`src/ang_pkg.sv`:
```
`timescale 1ns / 1ps
// audio noise gate package: beat structs, config register map, controller commands
// no dependencies

package ang_pkg;

  localparam int SAMPLE_W  = 24;
  localparam int COEF_W    = 24;
  localparam int THRESH_W  = 23;
  localparam int CFG_IDX_W = 3;
  localparam int PROD_W    = 50;

  localparam logic [CFG_IDX_W-1:0] REG_INPUT_GAIN       = 3'd0;
  localparam logic [CFG_IDX_W-1:0] REG_GATE_THRESHOLD   = 3'd1;
  localparam logic [CFG_IDX_W-1:0] REG_ENVELOPE_RELEASE = 3'd2;
  localparam logic [CFG_IDX_W-1:0] REG_GAIN_ATTACK      = 3'd3;
  localparam logic [CFG_IDX_W-1:0] REG_GAIN_RELEASE     = 3'd4;

  localparam logic [COEF_W-1:0]   RST_INPUT_GAIN       = 24'd2097152;
  localparam logic [THRESH_W-1:0] RST_GATE_THRESHOLD   = 23'd83886;
  localparam logic [COEF_W-1:0]   RST_ENVELOPE_RELEASE = 24'd16770227;
  localparam logic [COEF_W-1:0]   RST_GAIN_ATTACK      = 24'd16603400;
  localparam logic [COEF_W-1:0]   RST_GAIN_RELEASE     = 24'd16770227;

  localparam logic [SAMPLE_W-1:0] UNITY_Q23 = 24'd8388608;

  typedef struct packed {
    logic                       channel;
    logic signed [SAMPLE_W-1:0] sample_in;
  } in_beat_t;

  typedef struct packed {
    logic                       channel_out;
    logic signed [SAMPLE_W-1:0] sample_out;
  } out_beat_t;

  typedef struct packed {
    logic [COEF_W-1:0]   input_gain;
    logic [THRESH_W-1:0] gate_threshold;
    logic [COEF_W-1:0]   envelope_release;
    logic [COEF_W-1:0]   gain_attack;
    logic [COEF_W-1:0]   gain_release;
  } cfg_t;

  typedef enum logic [1:0] {
    MUL_GAIN  = 2'd0,
    MUL_DECAY = 2'd1,
    MUL_STEP  = 2'd2,
    MUL_OUT   = 2'd3
  } mul_sel_t;

  typedef struct packed {
    logic     load_in;
    logic     mul_en;
    mul_sel_t mul_sel;
    logic     load_x;
    logic     load_env;
    logic     load_tgt;
    logic     update;
    logic     load_out;
  } ctrl_cmd_t;

  typedef struct packed {
    logic has_state;
  } ctrl_stat_t;

endpackage

```
`src/ang_cfg.sv`:
```
`timescale 1ns / 1ps
// configuration register file for the noise gate
// depends on ang_pkg

module ang_cfg import ang_pkg::*; (
  input  logic                 clk,
  input  logic                 rst,
  input  logic                 cfg_valid,
  output logic                 cfg_ready,
  input  logic [CFG_IDX_W-1:0] cfg_index,
  input  logic [COEF_W-1:0]    cfg_data,
  output cfg_t                 cfg
);

  assign cfg_ready = 1'b1;

  always_ff @(posedge clk) begin
    if (rst) begin
      cfg.input_gain       <= RST_INPUT_GAIN;
      cfg.gate_threshold   <= RST_GATE_THRESHOLD;
      cfg.envelope_release <= RST_ENVELOPE_RELEASE;
      cfg.gain_attack      <= RST_GAIN_ATTACK;
      cfg.gain_release     <= RST_GAIN_RELEASE;
    end else if (cfg_valid && cfg_ready) begin
      case (cfg_index)
        REG_INPUT_GAIN:       cfg.input_gain       <= cfg_data;
        REG_GATE_THRESHOLD:   cfg.gate_threshold   <= cfg_data[THRESH_W-1:0];
        REG_ENVELOPE_RELEASE: cfg.envelope_release <= cfg_data;
        REG_GAIN_ATTACK:      cfg.gain_attack      <= cfg_data;
        REG_GAIN_RELEASE:     cfg.gain_release     <= cfg_data;
        default: ;
      endcase
    end
  end

endmodule

```
`config.mk`:
```
export PLATFORM = sky130hd
export DESIGN_NAME = ang_cfg
export DESIGN_NICKNAME = d
export VERILOG_FILES = /design/src/ang_pkg.sv /design/src/ang_cfg.sv
export SDC_FILE = /design/constraint.sdc
export NUM_CORES = 1
export LEC_CHECK = 0
export BUFFER_PORTS_ARGS = -buffer_cell sky130_fd_sc_hd__buf_2
export CAP_MARGIN = 20
export CORE_MARGIN = 3
export CORE_UTILIZATION = 46
export DETAILED_ROUTE_END_ITERATION = 10
export MAX_ROUTING_LAYER = met4
export PLACE_DENSITY = 0.76
export SYNTH_ARGS = -nofsm -noshare
export SYNTH_HDL_FRONTEND = slang
export SYNTH_SLANG_ARGS = --single-unit
```
`constraint.sdc`:
```
create_clock -name clk -period 1.3 [get_ports clk]
set_clock_uncertainty 0.2 [all_clocks]
set_input_delay 0.26 -clock clk [delete_from_list [all_inputs] [get_ports clk]]
set_output_delay 0.26 -clock clk [all_outputs]
set_load 0.05 [all_outputs]
```
==> impl_metrics.toml <==
[global_routing]
use_met3_pct = 7.586
track_usage_pct = 27.54
grt_pass1_vias = 4554
antenna_found_initial = 0
grt_max_degree = 49
grt_pass1_wl_um = 23730
grtUsageMet1_pct = 27.72
grt_overflow = 0
grt_util_met2_pct = 51.17
grt.busiest_layer = "met2"

[drt]
wl_um = 15520
route.vias.total = 4147
ant_nets = 0
vias_per_cell = 5.057
drt-pass1-iter-count = 4
wl_per_cell_um = 18.93
drc = 0
initialDrtViolationCount = 141

[layout]
layout-drive-gt1-share_pct = 54.00
final_common_cell = "mux2i_1"
layout_common_cells = "mux2i_1 (119), dfxtp_2 (118), buf_8 (106)"
utilization_pct = 83.72
areaGrowthSynthToFinish_pct = 75.48
final_nets = 704
largest_register_ffs = 119
antenna_cells = 0
reg_top3 = "cfg: 119 flops"
largest-register = "cfg"

[power]
pwr-share-comb_pct = 11.9
p_per_area_nw_per_um2 = 1195
swShare_pct = 24.40
ir_drop_mv = 0.7137
internal-power_mw = 7.426
p_switching_mw = 2.397
p_seq_share_pct = 38.9
p_leak_nw = 3.788
clkPwrFrac_pct = 49.2

[sta]
worst_slack_ps = -179.3
setup_viol = 119
whs_ps = 51.69
fmax_mhz = 676.0
final-hold-violation-count = 0
rsz0062_at_grt = "yes"
period_share_pct = 113.8
min_period_ps = 1479
slew_viol_final = 0

[die]
die_w_um = 106.9
core-area_um2 = 9819
rows = 36
io_pins = 150
initial_core_util_pct = 47.71
dieArea_um2 = 11430
fp.dieH_um = 106.9

[run]
cap_violations = 0

[status]
violations = "negative setup slack"
status = "finished, violations left"

[place]
gp_congestion = 0.8181
port_buffers = 148
hpwl_um = 8597

[setup_path]
arrival_ps = 1020
worstPathBufferInverterCount = 1
startpoint = "cfg[105]"
endpoint_kind = "output pin"
start_kind = "flop"
slowest_stage = "dfxtp_2"
r2r_slack_ps = 200
critPathMaxStageDelay_ps = 360
worstPathRequired_ps = 840
path_cells = "buf_8"
crit_type = "reg -> out"
crit_fanout = 2
critPathTopFamily = "flip-flops"
timing.rr.start = "cfg[83]"

[clocking]
cts_tree = "built"
cts_root_buffer = "clkbuf_8"
cts.sinks = 119
clk_path_buf_depth = 2
worstSkewPairLatency_ps = 500
cts_max_level = 4
cts_made_buffers = 17
clkTransAtPathRegs_ps = 50

[yosys]
avgSynthCellArea_um2 = 10.48
yosysSeqAreaShare_pct = 50.85
synth_area_um2 = 4684
syn_inst = 447
synth_seq_cells = 119
synthesis.nets = 477
synth_cell_types = 16
yosys_warnings = 0

[worst_hold_path]
hold_start = "rst"
holdCritPathClass = "in -> reg"
## metrics by stage
| stage | instance area [um2] | setup WS, ps | TNS, ps | total power [mW] | std cells |
|---|---|---|---|---|---|
| floorplan | 4708 | -59.41 | -431.3 | 4.446 | 447 |
| global placement | 5776 | -202.6 | -13100 | 4.721 | 724 |
| detailed placement | 5776 | -247.0 | -17400 | 4.740 | 724 |
| CTS | 7951 | -191.9 | -20640 | 9.782 | 795 |
| global route | 8220 | -214.0 | -22560 | 10.11 | 820 |
| finish | 8220 | -179.3 | -18920 | 9.823 | 820 |
## power by group through the flow
stage	clock network, mW	registers (mW)	logic, mW
final	4.83	3.82	1.17
after global routing	5.06	3.83	1.22
after CTS	4.86	3.82	1.10
after detailed placement	0	3.85	0.889
after global placement	0	3.85	0.873
after floorplan	0	4.13	0.314
## area by class of cell
cell class              instances  area [um2]
repair buffers                241        2756
flip-flops and latches        119        2534
multi-input cells             295        2153
fillers                       479        1599
clock buffers                  19       431.7
clock inverters                13       178.9
well taps                     133       166.4
## what timing repair did
action,in CTS,in global routing
endpoints found under the hold margin,114,0
cloned,0,0
hold buffers,24,0
setup buffers,15,25
setup endpoints to repair,119,119
gates resized for setup,442,22
## cells by family after synthesis
family	Yosys count	share of synthesized area, %
multiplexers	119	25.43
buffers and inverters	33	3.686
other	1	0.08005
AND/OR/NAND/NOR	175	19.95
flip-flops	119	50.85
## cells in the mapped netlist (all sizes together)
cell,count,share of area [%]
dfxtp,119,51
and4b,1,0.21
buf,22,2.8
mux2i,119,25
or4b,1,0.21
nand4b,1,0.19
and4bb,2,0.53
nand4bb,3,0.72
nor4b,1,0.19
clkbuf,11,0.88
nor2,80,6.4
nand2b,86,11
conb,1,0.080
## routing by layer
layer	up-vias	wire, um
li1	1928	-
met1	2004	5712
met2	180	8535
met3	35	938
met4	0	335
met5	-	0
## worst paths after layout
check                           endpoint  cells past startpoint
worst min-delay path             cfg[74]                      4
worst max register to register   cfg[83]                      4
worst min register to register   cfg[25]                      2
worst max-delay path            cfg[105]                      1
No activity file was read; power rests on OpenSTA's default activity.
