$ cat src/ang_pkg.sv
`timescale 1ns / 1ps
// audio noise gate package: beat structs, config register map, controller commands
// no dependencies

package ang_pkg;

  localparam int SAMPLE_W  = 24;
  localparam int COEF_W    = 24;
  localparam int THRESH_W  = 23;
  localparam int CFG_IDX_W = 3;
  localparam int PROD_W    = 50;

  localparam logic [CFG_IDX_W-1:0] REG_INPUT_GAIN       = 3'd0;
  localparam logic [CFG_IDX_W-1:0] REG_GATE_THRESHOLD   = 3'd1;
  localparam logic [CFG_IDX_W-1:0] REG_ENVELOPE_RELEASE = 3'd2;
  localparam logic [CFG_IDX_W-1:0] REG_GAIN_ATTACK      = 3'd3;
  localparam logic [CFG_IDX_W-1:0] REG_GAIN_RELEASE     = 3'd4;

  localparam logic [COEF_W-1:0]   RST_INPUT_GAIN       = 24'd2097152;
  localparam logic [THRESH_W-1:0] RST_GATE_THRESHOLD   = 23'd83886;
  localparam logic [COEF_W-1:0]   RST_ENVELOPE_RELEASE = 24'd16770227;
  localparam logic [COEF_W-1:0]   RST_GAIN_ATTACK      = 24'd16603400;
  localparam logic [COEF_W-1:0]   RST_GAIN_RELEASE     = 24'd16770227;

  localparam logic [SAMPLE_W-1:0] UNITY_Q23 = 24'd8388608;

  typedef struct packed {
    logic                       channel;
    logic signed [SAMPLE_W-1:0] sample_in;
  } in_beat_t;

  typedef struct packed {
    logic                       channel_out;
    logic signed [SAMPLE_W-1:0] sample_out;
  } out_beat_t;

  typedef struct packed {
    logic [COEF_W-1:0]   input_gain;
    logic [THRESH_W-1:0] gate_threshold;
    logic [COEF_W-1:0]   envelope_release;
    logic [COEF_W-1:0]   gain_attack;
    logic [COEF_W-1:0]   gain_release;
  } cfg_t;

  typedef enum logic [1:0] {
    MUL_GAIN  = 2'd0,
    MUL_DECAY = 2'd1,
    MUL_STEP  = 2'd2,
    MUL_OUT   = 2'd3
  } mul_sel_t;

  typedef struct packed {
    logic     load_in;
    logic     mul_en;
    mul_sel_t mul_sel;
    logic     load_x;
    logic     load_env;
    logic     load_tgt;
    logic     update;
    logic     load_out;
  } ctrl_cmd_t;

  typedef struct packed {
    logic has_state;
  } ctrl_stat_t;

endpackage

$ cat src/ang_ctrl.sv
`timescale 1ns / 1ps
// sequencing state machine for the noise gate, drives datapath commands
// depends on ang_pkg

module ang_ctrl import ang_pkg::*; (
  input  logic       clk,
  input  logic       rst,
  input  logic       in_valid,
  output logic       in_ready,
  output logic       out_valid,
  input  logic       out_ready,
  input  ctrl_stat_t stat,
  output ctrl_cmd_t  cmd
);

  typedef enum logic [8:0] {
    S_IDLE  = 9'b000000001,
    S_GAIN  = 9'b000000010,
    S_DECAY = 9'b000000100,
    S_ENV   = 9'b000001000,
    S_TGT   = 9'b000010000,
    S_STEP  = 9'b000100000,
    S_UPD   = 9'b001000000,
    S_OMUL  = 9'b010000000,
    S_DONE  = 9'b100000000
  } state_t;

  state_t state, state_next;

  assign in_ready = (state == S_IDLE);

  always_comb begin
    state_next = state;
    cmd        = '0;
    cmd.mul_sel = MUL_GAIN;
    case (state)
      S_IDLE: begin
        if (in_valid) begin
          cmd.load_in = 1'b1;
          state_next  = S_GAIN;
        end
      end
      S_GAIN: begin
        cmd.mul_en  = 1'b1;
        cmd.mul_sel = MUL_GAIN;
        state_next  = S_DECAY;
      end
      S_DECAY: begin
        cmd.load_x  = 1'b1;
        cmd.mul_en  = 1'b1;
        cmd.mul_sel = MUL_DECAY;
        state_next  = stat.has_state ? S_ENV : S_DONE;
      end
      S_ENV: begin
        cmd.load_env = 1'b1;
        state_next   = S_TGT;
      end
      S_TGT: begin
        cmd.load_tgt = 1'b1;
        state_next   = S_STEP;
      end
      S_STEP: begin
        cmd.mul_en  = 1'b1;
        cmd.mul_sel = MUL_STEP;
        state_next  = S_UPD;
      end
      S_UPD: begin
        cmd.update = 1'b1;
        state_next = S_OMUL;
      end
      S_OMUL: begin
        cmd.mul_en  = 1'b1;
        cmd.mul_sel = MUL_OUT;
        state_next  = S_DONE;
      end
      S_DONE: begin
        if (!out_valid || out_ready) begin
          cmd.load_out = 1'b1;
          state_next   = S_IDLE;
        end
      end
      default: state_next = S_IDLE;
    endcase
  end

  always_ff @(posedge clk) begin
    if (rst) begin
      state     <= S_IDLE;
      out_valid <= 1'b0;
    end else begin
      state <= state_next;
      if (cmd.load_out) begin
        out_valid <= 1'b1;
      end else if (out_ready) begin
        out_valid <= 1'b0;
      end
    end
  end

endmodule

$ cat config.mk
export PLATFORM = sky130hd
export DESIGN_NAME = ang_ctrl
export DESIGN_NICKNAME = d
export VERILOG_FILES = /design/src/ang_pkg.sv /design/src/ang_ctrl.sv
export SDC_FILE = /design/constraint.sdc
export NUM_CORES = 1
export LEC_CHECK = 0
export BUFFER_PORTS_ARGS = -buffer_cell sky130_fd_sc_hd__buf_4
export CAP_MARGIN = 20
export CORE_MARGIN = 2
export CORE_UTILIZATION = 42
export DETAILED_ROUTE_END_ITERATION = 6
export GPL_ROUTABILITY_DRIVEN = 0
export PLACE_DENSITY = 0.69
export SYNTH_ARGS = -nofsm -noshare
export SYNTH_HDL_FRONTEND = slang
export SYNTH_SLANG_ARGS = --single-unit
$ cat constraint.sdc
create_clock -name clk -period 5.87 [get_ports clk]
set_clock_uncertainty 0.05 [all_clocks]
set_input_delay 1.4675 -clock clk [delete_from_list [all_inputs] [get_ports clk]]
set_output_delay 1.4675 -clock clk [all_outputs]
set_load 0.02 [all_outputs]
==> reports/qor.csv, run 1 <==
metric;value;unit
status;complete, no violations;
Final Hold Violating Endpoints;0;
initial antenna violation count;0;
Worst Setup Path Type;input pin to primary output;
DRC viols;0;
RSZ-0062 raised after global routing;no;
Die Footprint;1750;um^2
Non-Filler Instances;95;
Peak Freq;279;MHz
Die Y;41.8;um
Die X;41.8;um
Post-Syn Area;599;um^2
Final nets;86;
Post CTS Setup Buffer Count;0;
leakage dissipation;0.000323;uW
final setup TNS;0;ns
Synth cell types;33;
crit end category;primary output;
synth warn;0;
first-pass GRT wire length;2140;um
asr flop ratio synth;0;%
relative slew slack;71.5;%
met2 Use GR;26.9;%
Post-CTS Resized;0;
Slew Limit Fails;0;
worst slew pin tran;0.424;ns
# IOs;16;
WL per Instance;13.3;um
maxcap violations;0;
grt ovf;0;
Startpoint Class;input pin;
depth of the CTS H-tree;1;
number of synthesized register bits;10;
crit-path max FO;3;
CP cell instances;buf_4 -> inv_1 -> nor4_2 -> buf_4;
Pre-Repair DR Iteration Count;4;
Worst path slowest cell;nor4_2;
Clock Sinks;10;
fillcell total;129;
n_diodes;0;
Overall Global Routing Usage;16.9;%
Port-buffer cells;15;
vias in the first global route;471;
commonest register cell after synthesis;dfxtp_1;
Worst Path Required;4.35;ns
total number of vias;533;
WP data arrival;2.06;ns
Root Buffer;clkbuf_4;
busiest layer in global routing;met2;
final worst path period need;3.58;ns
Post-Syn Instances;65;
number of setup violations in the final report;0;
cts hold-fix bufs;0;
Pwr Density;226;nW/um^2
Via density;5.61;
clk_lat worst skew;0.27;ns
crit share post-route;61.0;%
grt met3 use;7.83;%
Crit path top cell by count;buf_4;
Initial Util;45.5;%
GR Util met1;19.1;%
largest net degree at the start of global routing;10;
slowest stage delay, CP;0.27;ns
Clock transition at path regs;0.07;ns
synthesized net count;70;
Hold WS;0.466;ns
Seq/Total Area, Yosys;33.4;%
Post-Route WL;1260;um
Area Overhead vs Synth;22.8;%
maximum vdd drop;0.104;mV
Post-synth EDFFs;0;
fraction of layout cells with a size suffix above 1;32.5;%
multi-input logic area;360;um^2
Worst Hold Class;flop to flop;
Avg Cell Area, Syn;9.22;um^2
clk buf depth;2;
number of DRC markers in iteration 0;7;
Reg area;200;um^2
ANT nets after route;0;
hpwl dp;965;um
CTS tree;done;
row cnt;13;
core area;1320;um^2
TritonCTS Buffers;3;
Cells after DPL;91;
flip-flops by register name, summed over array words and instances, names as in the netlist:
signal	flops
out_valid	1
state	9
synth_stat cells (2+ instances only):
master | n | area (um^2)
nand2b_1 | 4 | 25.0
nor3_4 | 2 | 32.5
nand2_1 | 4 | 15.0
nor4b_1 | 2 | 17.5
or4b_2 | 2 | 20.0
nor3_1 | 2 | 10.0
dfxtp_1 | 10 | 200
a21oi_1 | 2 | 10.0
nor2b_1 | 3 | 18.8
inv_1 | 2 | 7.51
nor2_1 | 5 | 18.8
xnor2_1 | 2 | 17.5
buf_6 | 2 | 22.5
nor4_1 | 4 | 25.0
cell families after synthesis:
kind of cell,after synthesis,synth area share (%)
AOI/OAI and AO/OA,7,9.60
DFF,10,33.4
xor gates and xnor gates,3,4.38
buffers and inverters,6,6.47
and+or+nand+nor,39,46.1
metrics by stage:
step	power (uW)	worst slack, ns	utilization [%]	cell area [um^2]
detailed placement	104	2.28	53.1	699
finish	167	2.29	55.8	736
global placement	103	2.31	53.1	699
global route	175	2.22	55.8	736
floorplan	93.7	2.31	-	599
CTS	169	2.28	55.8	736
worst paths after layout:
kind	startpoint	to	slack (ns)	cells past startpoint
hold / removal	out_valid$_SDFFE_PP0P_	out_valid$_SDFFE_PP0P_	0.47	2
hold reg to reg	out_valid$_SDFFE_PP0P_	out_valid$_SDFFE_PP0P_	0.47	2
setup / recovery	in_valid	cmd[8]	2.29	4
setup reg to reg	state[3]$_SDFFE_PP0P_	state[0]$_SDFFE_PP1P_	4.21	4
power breakdown:
| part | leakage, uW | switching (uW) | internal [uW] | total, uW |
|---|---|---|---|---|
| combinational | 0.000221 | 15.6 | 14.2 | 29.8 |
| sequential | 0.0000810 | 2.66 | 69.7 | 72.4 |
| clock | 0.0000210 | 26.6 | 37.7 | 64.4 |
| total | 0.000323 | 44.9 | 122 | 167 |
routing by layer:
metal  part of all wire (%)  wire, um
met1                     45       564
met2                     46       585
met3                    7.2        91
met4                    1.7        21
met5                      0         0
cell type report:
class | count | share of cell area, %
multi-input combinational | 49 | 49.0
sequential | 10 | 27.2
timing repair buffer | 15 | 15.3
clock buffer | 4 | 4.93
tap | 15 | 2.55
inverter | 2 | 1.02
critical path: cells and delay by family:
family	cells	cell delay, ns
buffers and inverters	3	0.32
AND/OR/NAND/NOR	1	0.27
layout by cell type, fill, tap and decap left out, types with 2 or more instances in the layout:
cell type	n
a21oi_1	2
dfxtp_1	10
nor3_4	2
or4b_2	2
clkbuf_4	3
nand2_1	4
nor2_1	5
nor3_1	2
nor2b_1	3
xnor2_1	2
inv_1	2
nor4_1	4
nor4b_1	2
nand2b_1	4
buf_4	15
No activity file was read; power rests on OpenSTA's default activity.
==> run 2, diff against run 1 <==
- PLACE_DENSITY: 0.69 -> 0.72
- clock period: 5.87 -> 2.9 ns (I/O delays scaled with it)
==> run 2 against run 1 <==
Global-route usage shrank 3.1 points. Clock power grew 46%. Largest cell class unchanged. Cell count shrank 1.1%. Clock-buffer cell count shrank 1. Final area shrank 1.9%. Register-to-register slack lost 3.0 ns. Flip-flop and latch count is the same. Power grew 81%. Die area is the same. Critical path depth is the same. Wire length shrank 0.16%.
==> reports/qor.csv, run 2 (synthesis results as in run 1) <==
metric;value;unit;change
WL per Instance;13.4;um;was 13.3 um
grt ovf;0;;unchanged
CTS tree;done;;unchanged
Pre-Repair DR Iteration Count;4;;unchanged
Pwr Density;417;nW/um^2;was 226 nW/um^2
crit share post-route;90.4;%;
Final Hold Violating Endpoints;0;;unchanged
RSZ-0062 raised after global routing;no;;unchanged
final worst path period need;2.62;ns;
Clk pwr share;31.1;%;was 38.6%
Clock transition at path regs;0.06;ns;was 0.07 ns
crit-path max FO;6;;was 3
largest net degree at the start of global routing;10;;unchanged
clk buf depth;2;;unchanged
Area Overhead vs Synth;20.5;%;was 22.8%
Post-CTS Resized;0;;unchanged
Flop pwr share;48.8;%;was 43.5%
Largest register FFs;9;;unchanged
R2R cell count;4;;unchanged
Cells after DPL;91;;unchanged
crit end category;primary output;;unchanged
Critical R2R Capture;state[0]$_SDFFE_PP1P_;;unchanged
internal power;218;uW;was 122 uW
Post CTS Setup Buffer Count;0;;unchanged
initial antenna violation count;0;;unchanged
most frequent cells in the layout;buf_4, dfxtp_1, nor2_1;;unchanged
depth of the CTS H-tree;1;;unchanged
Worst Setup EP;cmd[5];;was cmd[8]
vias in the first global route;471;;unchanged
DRC viols;0;;unchanged
FF-to-FF setup slack;1.19;ns;was 4.21 ns
cts hold-fix bufs;0;;unchanged
Root Buffer;clkbuf_4;;unchanged
WP data arrival;1.85;ns;was 2.06 ns
Overall Global Routing Usage;13.8;%;was 16.9%
number of DRC markers in iteration 0;17;;was 7
Worst Hold Class;flop to flop;;unchanged
first-pass GRT wire length;1840;um;was 2140 um
Switching Share;27.7;%;was 27.0%
number of setup violations in the final report;0;;unchanged
Port-buffer cells;15;;unchanged
Die X;41.8;um;unchanged
status;complete, no violations;;unchanged
largest reg by FF count;state;;unchanged
maxcap violations;0;;unchanged
Pwr Total;301;uW;was 167 uW
Initial Util;45.5;%;unchanged
row cnt;13;;unchanged
crit path launch;state[3]$_SDFFE_PP0P_;;was in_valid
clk_lat worst skew;0.26;ns;was 0.27 ns
Slew Limit Fails;0;;unchanged
total net switching power;83.3;uW;was 44.9 uW
relative slew slack;69.0;%;was 71.5%
Worst Setup Path Type;flop to primary output;;was input pin to primary output
Via density;5.64;;was 5.61
core area;1320;um^2;unchanged
ANT nets after route;0;;unchanged
Worst Path Required;2.12;ns;was 4.35 ns
Peak Freq;381;MHz;
most common cell after layout, fill and taps aside;buf_4;;unchanged
# IOs;16;;unchanged
Non-Filler Instances;94;;was 95
reg2reg start;state[3]$_SDFFE_PP0P_;;unchanged
leakage dissipation;0.000316;uW;was 0.000323 uW
Clock Sinks;10;;unchanged
worst slew pin tran;0.461;ns;was 0.424 ns
final setup TNS;0;ns;unchanged
Combinational Power Share;20.1;%;was 17.9%
fin util;54.8;%;was 55.8%
Die Footprint;1750;um^2;unchanged
fraction of layout cells with a size suffix above 1;31.6;%;was 32.5%
TritonCTS Buffers;3;;unchanged
maximum vdd drop;0.232;mV;was 0.104 mV
fillcell total;114;;was 129
Hold WS;0.463;ns;was 0.466 ns
total number of vias;530;;was 533
largest registers;state x9, out_valid x1;;unchanged
Die Y;41.8;um;unchanged
n_diodes;0;;unchanged
Startpoint Class;flop;;was input pin
Final nets;86;;unchanged
Post-Route WL;1260;um;about the same
run 2: changes by cell type in the layout (fill, tap and decap cells not counted):
cell / previous run / this run
clkbuf_8: 1 / 0
run 2: layer usage:
| metal | global-route usage, % | wire, um |
|---|---|---|
| met1 | 15.0 | 551 |
| met2 | 24.4 | 626 |
| met3 | 3.04 | 66 |
| met4 | 7.74 | 19 |
| met5 | 0 | 0 |
run 2: through the flow:
step	setup slack, ns	cell area, um^2
final	0.278	722
after global routing	0.152	722
after CTS	0.286	722
after detailed placement	0.577	699
after global placement	0.589	699
after floorplan	0.261	599
run 2: how the worst min path moves through the flow:
stage / start / endpoint / cells past startpoint
after floorplan: state[5]$_SDFFE_PP0P_ / state[6]$_SDFFE_PP0P_ / 2
after global placement: out_valid$_SDFFE_PP0P_ / out_valid$_SDFFE_PP0P_ / 2
after detailed placement: out_valid$_SDFFE_PP0P_ / out_valid$_SDFFE_PP0P_ / 2
after CTS: out_valid$_SDFFE_PP0P_ / out_valid$_SDFFE_PP0P_ / 2
after global routing: state[5]$_SDFFE_PP0P_ / state[6]$_SDFFE_PP0P_ / 2
final: out_valid$_SDFFE_PP0P_ / out_valid$_SDFFE_PP0P_ / 2
run 2: final cells by class:
class / instances / area [um^2] / share of cell area [%]
well taps: 15 / 18.8 / 2.60
flip-flops and latches: 10 / 200 / 27.7
inverters: 2 / 7.51 / 1.04
clock buffers: 3 / 22.5 / 3.12
multi-input cells: 49 / 360 / 49.9
repair buffers: 15 / 113 / 15.6
run 2: critical path: stages, from the launching register on:
cell	delay [ns]
dfxtp_1	0.35
or4b_2	0.73
nor3_4	0.22
nand2b_1	0.14
buf_4	0.14
run 2: power groups by stage:
stage	Combinational [uW]	Clock (uW)	Sequential (uW)
after floorplan	41.3	0	148
after global placement	60.5	0	150
after detailed placement	61.4	0	150
after CTS	61.6	96.4	147
after global routing	66.0	101	148
final	60.5	93.8	147
